[config.mk]
export PLATFORM = sky130hd
export DESIGN_NAME = pbnc_dist
export DESIGN_NICKNAME = d
export VERILOG_FILES = /design/src/sv/pbnc_pkg.sv /design/src/sv/pbnc_dist.sv
export SDC_FILE = /design/constraint.sdc
export NUM_CORES = 1
export LEC_CHECK = 0
export ABC_CLOCK_PERIOD_IN_PS = 5600
export BUFFER_PORTS_ARGS = -buffer_cell sky130_fd_sc_hd__buf_4
export CAP_MARGIN = 20
export CORE_ASPECT_RATIO = 0.75
export CORE_UTILIZATION = 40
export CTS_BUF_LIST = sky130_fd_sc_hd__clkbuf_4 sky130_fd_sc_hd__clkbuf_8 sky130_fd_sc_hd__clkbuf_16
export DETAILED_ROUTE_END_ITERATION = 8
export PLACE_DENSITY_LB_ADDON = 0.25
export SYNTH_ARGS = -nofsm -noshare
export SYNTH_HDL_FRONTEND = slang
export SYNTH_SLANG_ARGS = --single-unit
[constraint.sdc]
create_clock -name clk -period 5.6 [get_ports clk]
set_input_delay 1.12 -clock clk [delete_from_list [all_inputs] [get_ports clk]]
set_output_delay 1.12 -clock clk [all_outputs]
set_load 0.1 [all_outputs]
[src/sv/pbnc_pkg.sv]
// Shared types, constants and helper functions for the palette blend and nearest-colour block.
`timescale 1ns / 1ps

package pbnc_pkg;

    localparam int PALETTE_ENTRIES_DEF = 256;

    localparam int CHAN_W  = 8;
    localparam int DIST_W  = 18;
    localparam int PCT_W   = 7;
    localparam int MUL_XW  = 15;
    localparam int MUL_YW  = 13;
    localparam int PROD_W  = MUL_XW + MUL_YW;

    localparam logic [PCT_W-1:0] PERCENT_FULL = 7'd100;

    // Division by one hundred is a multiplication by 5243 / 2**19, exact for sums up to 25500.
    localparam logic [MUL_YW-1:0] RECIP_100   = 13'd5243;
    localparam int                RECIP_SHIFT = 19;

    localparam int APB_ADDR_W = 2;
    localparam int APB_DATA_W = 32;
    localparam logic [APB_ADDR_W-1:0] ADDR_BLEND_PERCENT = 2'd0;

    typedef enum logic [1:0] {
        REQ_WRITE  = 2'd0,
        REQ_BLEND  = 2'd1,
        REQ_RAW    = 2'd2,
        REQ_UNUSED = 2'd3
    } req_kind_t;

    localparam logic [1:0] CH_RED   = 2'd0;
    localparam logic [1:0] CH_GREEN = 2'd1;
    localparam logic [1:0] CH_BLUE  = 2'd2;

    typedef struct packed {
        logic [CHAN_W-1:0] r;
        logic [CHAN_W-1:0] g;
        logic [CHAN_W-1:0] b;
    } rgb_t;

    function automatic logic [CHAN_W-1:0] rgb_pick(rgb_t c, logic [1:0] ch);
        logic [CHAN_W-1:0] v;
        unique case (ch)
            CH_RED:   v = c.r;
            CH_GREEN: v = c.g;
            default:  v = c.b;
        endcase
        return v;
    endfunction

    function automatic logic [CHAN_W-1:0] abs_diff(logic [CHAN_W-1:0] a, logic [CHAN_W-1:0] b);
        return (a >= b) ? (a - b) : (b - a);
    endfunction

endpackage

[src/sv/pbnc_dist.sv]
// Pipelined squared RGB distance unit shared by every palette entry of a search.
`timescale 1ns / 1ps

module pbnc_dist
    import pbnc_pkg::*;
#(
    parameter int PALETTE_ENTRIES = PALETTE_ENTRIES_DEF
)
(
    input  logic                               clk,
    input  logic                               rst_n,
    input  logic                               entry_valid,
    input  logic [$clog2(PALETTE_ENTRIES)-1:0] entry_idx,
    input  rgb_t                               entry,
    input  rgb_t                               target,
    output logic                               dist_valid,
    output logic [$clog2(PALETTE_ENTRIES)-1:0] dist_idx,
    output logic [DIST_W-1:0]                  dist_sum
);

    localparam int IDX_W = $clog2(PALETTE_ENTRIES);
    localparam int SQ_W  = 2 * CHAN_W;

    logic             diff_v_reg;
    logic             diff_v_next;
    logic [IDX_W-1:0] diff_idx_reg;
    logic [IDX_W-1:0] diff_idx_next;
    rgb_t             diff_reg;
    rgb_t             diff_next;

    logic             sq_v_reg;
    logic             sq_v_next;
    logic [IDX_W-1:0] sq_idx_reg;
    logic [IDX_W-1:0] sq_idx_next;
    logic [SQ_W-1:0]  sq_r_reg;
    logic [SQ_W-1:0]  sq_r_next;
    logic [SQ_W-1:0]  sq_g_reg;
    logic [SQ_W-1:0]  sq_g_next;
    logic [SQ_W-1:0]  sq_b_reg;
    logic [SQ_W-1:0]  sq_b_next;

    always_comb
    begin
        diff_v_next   = entry_valid;
        diff_idx_next = entry_idx;
        diff_next.r   = abs_diff(target.r, entry.r);
        diff_next.g   = abs_diff(target.g, entry.g);
        diff_next.b   = abs_diff(target.b, entry.b);

        sq_v_next   = diff_v_reg;
        sq_idx_next = diff_idx_reg;
        sq_r_next   = SQ_W'(diff_reg.r) * SQ_W'(diff_reg.r);
        sq_g_next   = SQ_W'(diff_reg.g) * SQ_W'(diff_reg.g);
        sq_b_next   = SQ_W'(diff_reg.b) * SQ_W'(diff_reg.b);
    end

    always_ff @(posedge clk or negedge rst_n)
    begin
        if (!rst_n)
        begin
            diff_v_reg <= 1'b0;
            sq_v_reg   <= 1'b0;
        end
        else
        begin
            diff_v_reg <= diff_v_next;
            sq_v_reg   <= sq_v_next;
        end
    end

    always_ff @(posedge clk)
    begin
        diff_idx_reg <= diff_idx_next;
        diff_reg     <= diff_next;
        sq_idx_reg   <= sq_idx_next;
        sq_r_reg     <= sq_r_next;
        sq_g_reg     <= sq_g_next;
        sq_b_reg     <= sq_b_next;
    end

    assign dist_valid = sq_v_reg;
    assign dist_idx   = sq_idx_reg;
    assign dist_sum   = DIST_W'(sq_r_reg) + DIST_W'(sq_g_reg) + DIST_W'(sq_b_reg);

endmodule

# == Word-level counts from Yosys, hierarchy flattened ==
# Index checks and enable logic that the tools add are counted.
# totals
wordCells,27
reg_bits,90
in_bits,59
output_inout_bits,27
# op_classes
add_sub_neg,8
n_mux,3
multipliers,3
order_cmp,3
# op_table
operator,count
$mul A8 B8 Y16,3
$sub A8 B8 Y8,6
$ge A8 B8 Y1,3
$mux W8,3
$add A18 B16 Y18,1
$add A16 B16 Y17,1

# == Logic depth before layout (Yosys ltp) ==
# Gate-level depths: netlist of the first run.
# depth
depth_word,2
mapped_depth,17
mapped_depth_nobuf,16

# == Least setup slack after synthesis of the first run ==
# OpenSTA, ideal clock, no wires.
# synth_path
path_type,register to output
from,reg sq_r_reg[5]
to,out dist_sum[14]
path_slack_ns,0.334
required_ns,4.480
path_buffers,0
stages_incl_launch_ff,8
arrival_time_ns,4.146
path_cell_list,dfxtp_1 > fa_1 > ha_1 > nand2_1 > o21ai_0 > a41oi_1 > or2_2 > o21ai_0
# synth_between
elab_chain_len,2
# synth_lines
element,line,text
start: declaration,pbnc_dist.sv:35,logic [SQ_W-1:0] sq_r_reg;
start signal: assignment,pbnc_dist.sv:76,sq_r_reg <= sq_r_next;
$add A16 B16 Y17,pbnc_dist.sv:83,assign dist_sum = DIST_W'(sq_r_reg) + DIST_W'(sq_g_reg) + DIST_W'(sq_b_reg);
$add A18 B16 Y18,pbnc_dist.sv:83,
end: declaration,pbnc_dist.sv:18,output logic [DIST_W-1:0] dist_sum
# No other way between the ends.

# == Final worst setup path of the first run ==
# layout_path
from,reg diff_reg[21] (netlist name)
to,reg sq_r_reg[13]
# layout_between
elab_chain_len,1
# layout_lines
element,line,text
start: declaration,pbnc_dist.sv:28,rgb_t diff_reg;
start signal: assignment,pbnc_dist.sv:74,diff_reg <= diff_next;
$mul A8 B8 Y16,pbnc_dist.sv:52,sq_r_next = SQ_W'(diff_reg.r) * SQ_W'(diff_reg.r);
named net sq_r_next[13],pbnc_dist.sv:36,logic [SQ_W-1:0] sq_r_next;
# The timed path passes the listed nets, and every way through them passes these cells.

==> run metrics, run 1 <==
Die W 180 um; Avg Inst Size Synth 9.33 um^2; worst endpoint data arrival time 4780 ps; max-cap violation count 0; CP Class register to register; reg-to-reg endpoint sq_r_reg[13]; Setup Fix Bufs, Post-CTS 0; Final nets roughly 1,400; Final Critical Period roughly 4500 ps; Initial DRC Count 431; CP max stage cell fa_1; DRC 0; Max Buffers Root-to-Sink 2; delay-heaviest family, CP adder cells; Synth area leader fa_1; WHS Endpoint dist_idx[3]; multi-input combinational cell area 6970 um^2; #FFs+latches synth 87; R2R depth 14; Final ANT Viol Nets 0; Cell Rows 48; crit-path max FO 8; Synthesis Warnings 0; Area contributors post-synth fa_1 20%, ha_1 19%, dfxtp_1 18%, inv_1 7.5%, xnor2_1 4.4%; crit path cell chain inv_1, nor2_1, fa_1, fa_1, inv_1, fa_1, fa_1, inv_1, ha_1, o21a_1, a2111o_1, a31o_2, a21oi_1, xnor2_1; Design Area, Final 10,700 um^2; CTS tree built; Initial Util 41.0%; Finish-stage setup viols 0; Total Die Area 24,400 um^2; DRT Pass-1 Iters 5; Critical Path Sink Type register; Rel. slew slack 63.0%; Worst Hold Class register to register; worst skew pair latency 350 ps; status complete, no violations; Req. time, crit path 5880 ps; pin count of the biggest net entering global routing 17; R2R Path Start diff_reg[21]; final wirelength ~19,000 um; max frequency 222 MHz; WL/cell 13.3 um; core area about 23,000 um^2; crit path launch diff_reg[21]; initial antenna violation count 0; period utilisation layout 80.5%; grt total ovfl 0; buffers plus inverters on the worst setup path 3; Layout fillers 2,222; Placed Area 10,400 um^2; skew final just over 10 ps; max reg flops 24; Yosys top cell area share between 20% and 30%; share of cells above drive strength 1 a little over a tenth; setup TNS after final layout 0 ps; most frequent cell after synthesis inv_1; global-route wire length before repair 32,400 um; CTS-repair resized insts 0; Worst setup SP type register; asr flop ratio synth 2.30%; Synth Cell Area 9500 um^2; synth unique cells 55; Via density 4.88; EDFF count, synth 0; main flop type after synthesis dfxtp_1; Chip Height 135 um; CTS Buf Count 9; Min-Delay Path Depth 0; RSZ-0062 raised after global routing false; CP most frequent cell fa_1; number of clock sinks 87; critical path's largest stage delay 550 ps; GRT Total Usage about 17%; share of synthesized area occupied by flip-flops and latches between 15 and 20%; Final Slew Violations 0; top cells by count, synth 189 x inv_1, 148 x ha_1, 97 x fa_1; Fin. Hold Viols 0; Synth Instances 1,019; hold buffer count at CTS 0; Hold Crit Start diff_idx_reg[3]; RD Place Congestion 0.828; DP HPWL 16,100 um; PortBufs between 80 and 90; vias in the first global route 6,819; number of cells on the critical path 14; FF/Latch Area 1750 um^2; Root Driver clkbuf_16; reg2reg setup slack about 1100 ps; # diodes 0; H-tree depth 3; Least-Margin Pin Slew 556 ps; I/O pin cnt 86; vias 6,862; Reg clk slew, reported paths 70 ps; Area Growth Syn to Fin 13.1%
[layout make-up]
type	count	area share, %
Clock buffer	9	2.10
Clock inverter	7	0.733
Inverter	189	6.60
Multi-Input combinational cell	728	64.8
Sequential cell	87	16.3
Tap cell	300	3.49
Timing Repair Buffer	85	5.94
[how the worst max path moves through the flow]
stage	end	slack [ps]
after floorplan	dist_sum[14]	330
after global placement	sq_g_reg[13]	1240
after detailed placement	sq_g_reg[13]	1110
after CTS	sq_g_reg[13]	1080
after global routing	sq_r_reg[13]	780
final	sq_r_reg[13]	1090
[metrics by stage]
stage	utilization, %	setup slack [ps]	hold WS [ps]	instances
after global routing	46.4	776	336	1405
after global placement	45.1	1240	310	1389
after floorplan	-	334	310	1021
final	46.4	1090	327	1405
after CTS	46.4	1080	330	1405
after detailed placement	45.1	1110	314	1389
[layout by cell type (no fill, tap or decap), drive strengths merged, types with 22 or more instances in the layout]
master | Yosys | final
inv | 189 | 191
dfxtp | 85 | 85
xor2 | 32 | 32
and2 | 66 | 66
fa | 97 | 97
a21oi | 57 | 57
a21o | 22 | 22
ha | 148 | 148
o21ai | 42 | 42
nand2 | 39 | 39
nor2 | 35 | 35
mux2i | 24 | 24
buf | 4 | 85
xnor2 | 48 | 48
[cells by family (layout without fill, tap and decap cells)]
group / after synthesis / after routing / share of synthesized area (%)
other: 1 / 3 / 0.0395
buffers and inverters: 206 / 290 / 8.29
AOI/OAI and AO/OA: 186 / 186 / 12.8
adders and majority gates: 245 / 245 / 39.9
muxes: 24 / 24 / 2.53
DFF: 87 / 87 / 18.4
xor gates and xnor gates: 80 / 80 / 7.37
and+or+nand+nor: 190 / 190 / 10.6
[routing by layer]
metal | vias up | GRT usage (%) | wire length (um)
met5 | - | 0 | 0
met4 | 0 | 3.88 | 201
met2 | 125 | 24.2 | 7390
li1 | 3466 | - | -
met3 | 14 | 2.47 | 582
met1 | 3257 | 25.2 | 10500
[worst reg2reg max path, cell delays in order (launching register included)]
cell and delay (ps):
dfxtp_1 470, inv_1 170, nor2_1 220, fa_1 470, fa_1 540, inv_1 50
fa_1 510, fa_1 550, inv_1 40, ha_1 290, o21a_1 150, a2111o_1 400
a31o_2 250, a21oi_1 170, xnor2_1 130
Power of run 1 is not shown: default switching activity piles up to over one toggle a cycle in this logic, so the estimate is an artifact.
==> run 2: changes to the inputs <==
--- a/config.mk
+++ b/config.mk
@@ -5,7 +5,7 @@
 export SDC_FILE = /design/constraint.sdc
 export NUM_CORES = 1
 export LEC_CHECK = 0
-export ABC_CLOCK_PERIOD_IN_PS = 5600
+export ABC_CLOCK_PERIOD_IN_PS = 4400
 export BUFFER_PORTS_ARGS = -buffer_cell sky130_fd_sc_hd__buf_4
 export CAP_MARGIN = 20
 export CORE_ASPECT_RATIO = 0.75
==> constraint.sdc (replaced) <==
create_clock -name clk -period 4.4 [get_ports clk]
set_input_delay 0.88 -clock clk [delete_from_list [all_inputs] [get_ports clk]]
set_output_delay 0.88 -clock clk [all_outputs]
set_load 0.1 [all_outputs]
==> run 2 against run 1 <==
Flip-flop and latch count unchanged. Setup slack worse by 910 ps. Via count down 0.57%. Final area up 1.1%. First-iteration DRC count down 7.7%. Core utilization up 0.51 points. Worst hold slack worse by 32 ps. Die area unchanged. Fmax up 6.9%. Sequential share of layout area up 0.052 points.
==> run metrics, run 2 (synthesis gave the netlist of run 1 again) <==
status complete, no violations; RD Place Congestion between 0.8 and 0.9; vias in the first global route 6,769; number of clock sinks 87; worst endpoint data arrival time approximately 4500 ps; Chip Height 135 um; CP Class register to register; Placed Cells 1,397; I/O pin cnt 86; Final ANT Viol Nets 0; Worst setup SP type register; grt total ovfl 0; DP HPWL 16,200 um; H-tree depth 3; Req. time, crit path roughly 4700 ps; Reg clk slew, reported paths 70 ps; final wirelength 18,600 um; WL/cell 13.2 um; Total Die Area 24,400 um^2; worst skew pair latency 360 ps; Finish-stage setup viols 0; initial antenna violation count 0; Initial Util ~41%; Initial DRC Count a little under 400; skew final 8.11 ps; Via density about 4.8; max frequency 237 MHz; pin count of the biggest net entering global routing 19; Root Driver clkbuf_16; Rel. slew slack 64.7%; Die W 180 um; Final nets 1,412; most frequent cells in the layout 188 x inv_1, 148 x ha_1, 97 x fa_1, 92 x buf_4, 67 x dfxtp_1; period utilisation layout 95.8%; Area Growth Syn to Fin 14.4%; vias 6,823; Setup Fix Bufs, Post-CTS 0; Post-Place Setup Slack 2.64 ps; Fin. Hold Viols 0; max-cap violation count 0; Finished Layout Cells around 1,400; Layout fillers 2,182; setup TNS after final layout 0 ps; most common cell after layout, fill and taps aside inv_1; # diodes 0; max reg flops 24; CTS Buf Count 9; core area approximately 23,000 um^2; DRC 0; Least-Margin Pin Slew ~530 ps; Worst Hold Class input pin to async pin; RSZ-0062 raised after global routing true; Final Critical Period around 4200 ps; GRT Total Usage 16.5%; CTS tree built; DRT Pass-1 Iters 7; global-route wire length before repair 32,300 um; crit path cell chain and2_1, fa_1, fa_1, inv_1, fa_1, fa_1, inv_1, ha_1, o21a_1, a2111o_1, a31o_2, a21oi_1, xnor2_1; Cell Rows 48; CP max stage cell fa_1; Max Buffers Root-to-Sink 2; Final Slew Violations 0; CP most frequent cell fa_1; crit-path max FO 11; Critical Path Sink Type register; worst setup margin 185 ps; share of cells above drive strength 1 a little over an eighth; R2R depth 13; critical path's largest stage delay 540 ps; PortBufs 85
[run 2: cell count changes in the layout (fill, tap and decap cells not counted), sizes merged]
cell / change
clkinvlp: -2
clkinv: +1
buf: +8
inv: +2
bufinv: -1
[run 2: through the flow]
stage	hold WS [ps]	cell area (um^2)	utilization, %
after detailed placement	312	10500	45.3
final	294	10900	46.9
after global placement	310	10500	45.3
after global routing	279	10900	46.9
after floorplan	310	9520	-
after CTS	279	10800	46.6
[run 2: area by class of cell]
class	count	area (um^2)	share of cell area (%)
sequential	87	1780	16.3
clock inverter	7	71.3	0.656
tap	300	375	3.45
multi-input combinational	728	7010	64.5
clock buffer	9	225	2.07
timing repair buffer	93	702	6.46
inverter	189	709	6.53
[run 2: worst max-delay path: cells and delay by family (launching register included)]
kind	cells	cell delay, ps
simple gates	1	200
flops	1	370
buf+inv	2	90
compound gates	4	950
fa+ha+maj	5	2410
xor+xnor	1	130
[run 2: worst paths after layout]
kind | from | to | slack, ps
max in group asynchronous | rst_n | diff_v_reg | 4020
min | rst_n | dist_valid | 290
max | diff_reg[1] | sq_b_reg[13] | 190
max reg2reg | diff_reg[1] | sq_b_reg[13] | 190
min in group clk | diff_idx_reg[7] | dist_idx[7] | 330
min reg2reg | diff_idx_reg[7] | dist_idx[7] | 330
[run 2: repair_timing]
item | in CTS | in global routing
setup endpoints to repair | 1 | 11
hold buffers | 0 | 0
pin swaps | 0 | 1
gates resized for setup | 1 | 32
[run 2: per-layer routing]
metal  routed length, um  track usage, %  share of wire (%)
met5                   0               0                  0
met4                 237            4.21                1.3
met3                 794            3.31                4.3
met2                7250            23.6                 39
met1               10400            25.0                 56
Power of run 2 is left out for the same reason.
==> run 3: changes to the inputs <==
--- a/config.mk
+++ b/config.mk
@@ -10,7 +10,7 @@
 export CAP_MARGIN = 20
 export CORE_ASPECT_RATIO = 0.75
 export CORE_UTILIZATION = 40
-export CTS_BUF_LIST = sky130_fd_sc_hd__clkbuf_4 sky130_fd_sc_hd__clkbuf_8 sky130_fd_sc_hd__clkbuf_16
+export CTS_BUF_LIST = sky130_fd_sc_hd__clkbuf_8
 export DETAILED_ROUTE_END_ITERATION = 8
 export PLACE_DENSITY_LB_ADDON = 0.25
 export SYNTH_ARGS = -nofsm -noshare
==> run 3 against run 2 <==
Wire length about the same. First-iteration DRC count down 8.3%. Non-clock buffer count did not move. Critical endpoint is now sq_r_reg[13]. Critical path type unchanged. Critical path depth did not move. Final area shrank 0.82%. Clock-buffer cell count unchanged. Final cell count did not move. Register-to-register slack about the same. Via count up 0.28%.
==> run metrics, run 3 (synthesis gave the netlist of run 1 again) <==
GR peak layer met1; crit-path max FO 8; Final nets 1,412; Cell Rows 48; Least-Margin Pin Slew roughly 530 ps; Finish-stage setup viols 0; pin count of the biggest net entering global routing 19; Final ANT Viol Nets 0; worst setup margin 174 ps; RD Place Congestion approximately 0.84; Die W 180 um; Design Area, Final 10,800 um^2; Layout fillers 2,196; Reg clk slew, reported paths 100 ps; Initial Util roughly two fifths; M3 GR Usage 3.23%; setup TNS after final layout 0 ps; CP Class register to register; GRT Total Usage between 10% and 20%; vias in the first global route 6,750; GRT met2 Usage 23.5%; Via density 4.84; # diodes 0; Layout Utilization a little under half; Root Driver clkbuf_8; Total Die Area 24,400 um^2; vias 6,842; met1 Use GR between 20% and 30%; Final Slew Violations 0; most common cell after layout, fill and taps aside inv_1; Fin. Hold Viols 0; Chip Height approximately 140 um; WL/cell 13.2 um; share of cells above drive strength 1 13.7%; Placed Area 10,500 um^2; DP HPWL approximately 16,000 um; grt total ovfl 0; max frequency 237 MHz; I/O pin cnt 86; status complete, no violations; PortBufs 85; initial antenna violation count 0; Req. time, crit path 4730 ps; Rel. slew slack roughly two thirds; number of clock sinks 87; Area Growth Syn to Fin 13.4%; max-cap violation count 0; Post-Place Setup Slack 2.64 ps; H-tree depth 3; period utilisation layout a little over nine tenths; most frequent cells in the layout 189 x inv_1, 148 x ha_1, 97 x fa_1, 92 x buf_4, 67 x dfxtp_1; Final Critical Period 4230 ps; global-route wire length before repair ~32,000 um; DRT Pass-1 Iters 7; Worst setup SP type register; worst endpoint data arrival time 4550 ps; CTS Buf Count 9; DRC 0; final wirelength 18,600 um; Critical Path Sink Type register; max reg flops 24; Worst Hold Class input pin to async pin; Initial DRC Count approximately 370; worst skew pair latency 390 ps; core area roughly 23,000 um^2; CTS tree built; Max Buffers Root-to-Sink 2; RSZ-0062 raised after global routing true; skew final 14.9 ps
## run 3: final timing paths
path	from	cells past startpoint	endpoint	slack (ps)
setup reg to reg	diff_reg[23]	13	sq_r_reg[13]	170
max in group asynchronous	rst_n	1	diff_v_reg	4050
hold / removal	rst_n	1	dist_valid	260
min in group clk	diff_idx_reg[7]	0	dist_idx[7]	330
hold reg to reg	diff_idx_reg[7]	0	dist_idx[7]	330
setup / recovery	diff_reg[23]	13	sq_r_reg[13]	170
## run 3: critical path, stage by stage, from the launching register on
cell and delay (ps):
dfxtp_2 410, and2_1 200, fa_1 460, fa_1 540, inv_1 50, fa_1 510
fa_1 560, inv_1 40, ha_1 290, o21a_1 150, a2111o_1 400, a31o_2 250
a21oi_1 160, xnor2_1 130
## run 3: per-layer routing
metal / vias up / share of wire, %
li1: 3478 / -
met3: 10 / 4.7
met4: 0 / 0.93
met5: - / 0
met1: 3212 / 56
met2: 142 / 39
## run 3: stage by stage
stage                     instances  hold slack [ps]
after floorplan                1021              310
after global placement         1397              310
after detailed placement       1397              312
after CTS                      1413              236
after global routing           1413              229
final                          1413              262
## run 3: area by class of cell
| cell class | instances | area [um^2] | share of cell area (%) |
|---|---|---|---|
| multi-input combinational | 728 | 7010 | 65.1 |
| sequential | 87 | 1780 | 16.6 |
| inverter | 189 | 709 | 6.58 |
| timing repair buffer | 93 | 702 | 6.51 |
| tap | 300 | 375 | 3.48 |
| clock buffer | 9 | 124 | 1.15 |
| clock inverter | 7 | 71.3 | 0.662 |
## run 3: repair_timing
action,4_1_cts,5_1_grt
buffers inserted,0,0
endpoints found under the setup margin,1,12
hold buffers,0,0
pin swaps,0,1
gates resized for setup,1,35
Power of run 3 is left out for the same reason.
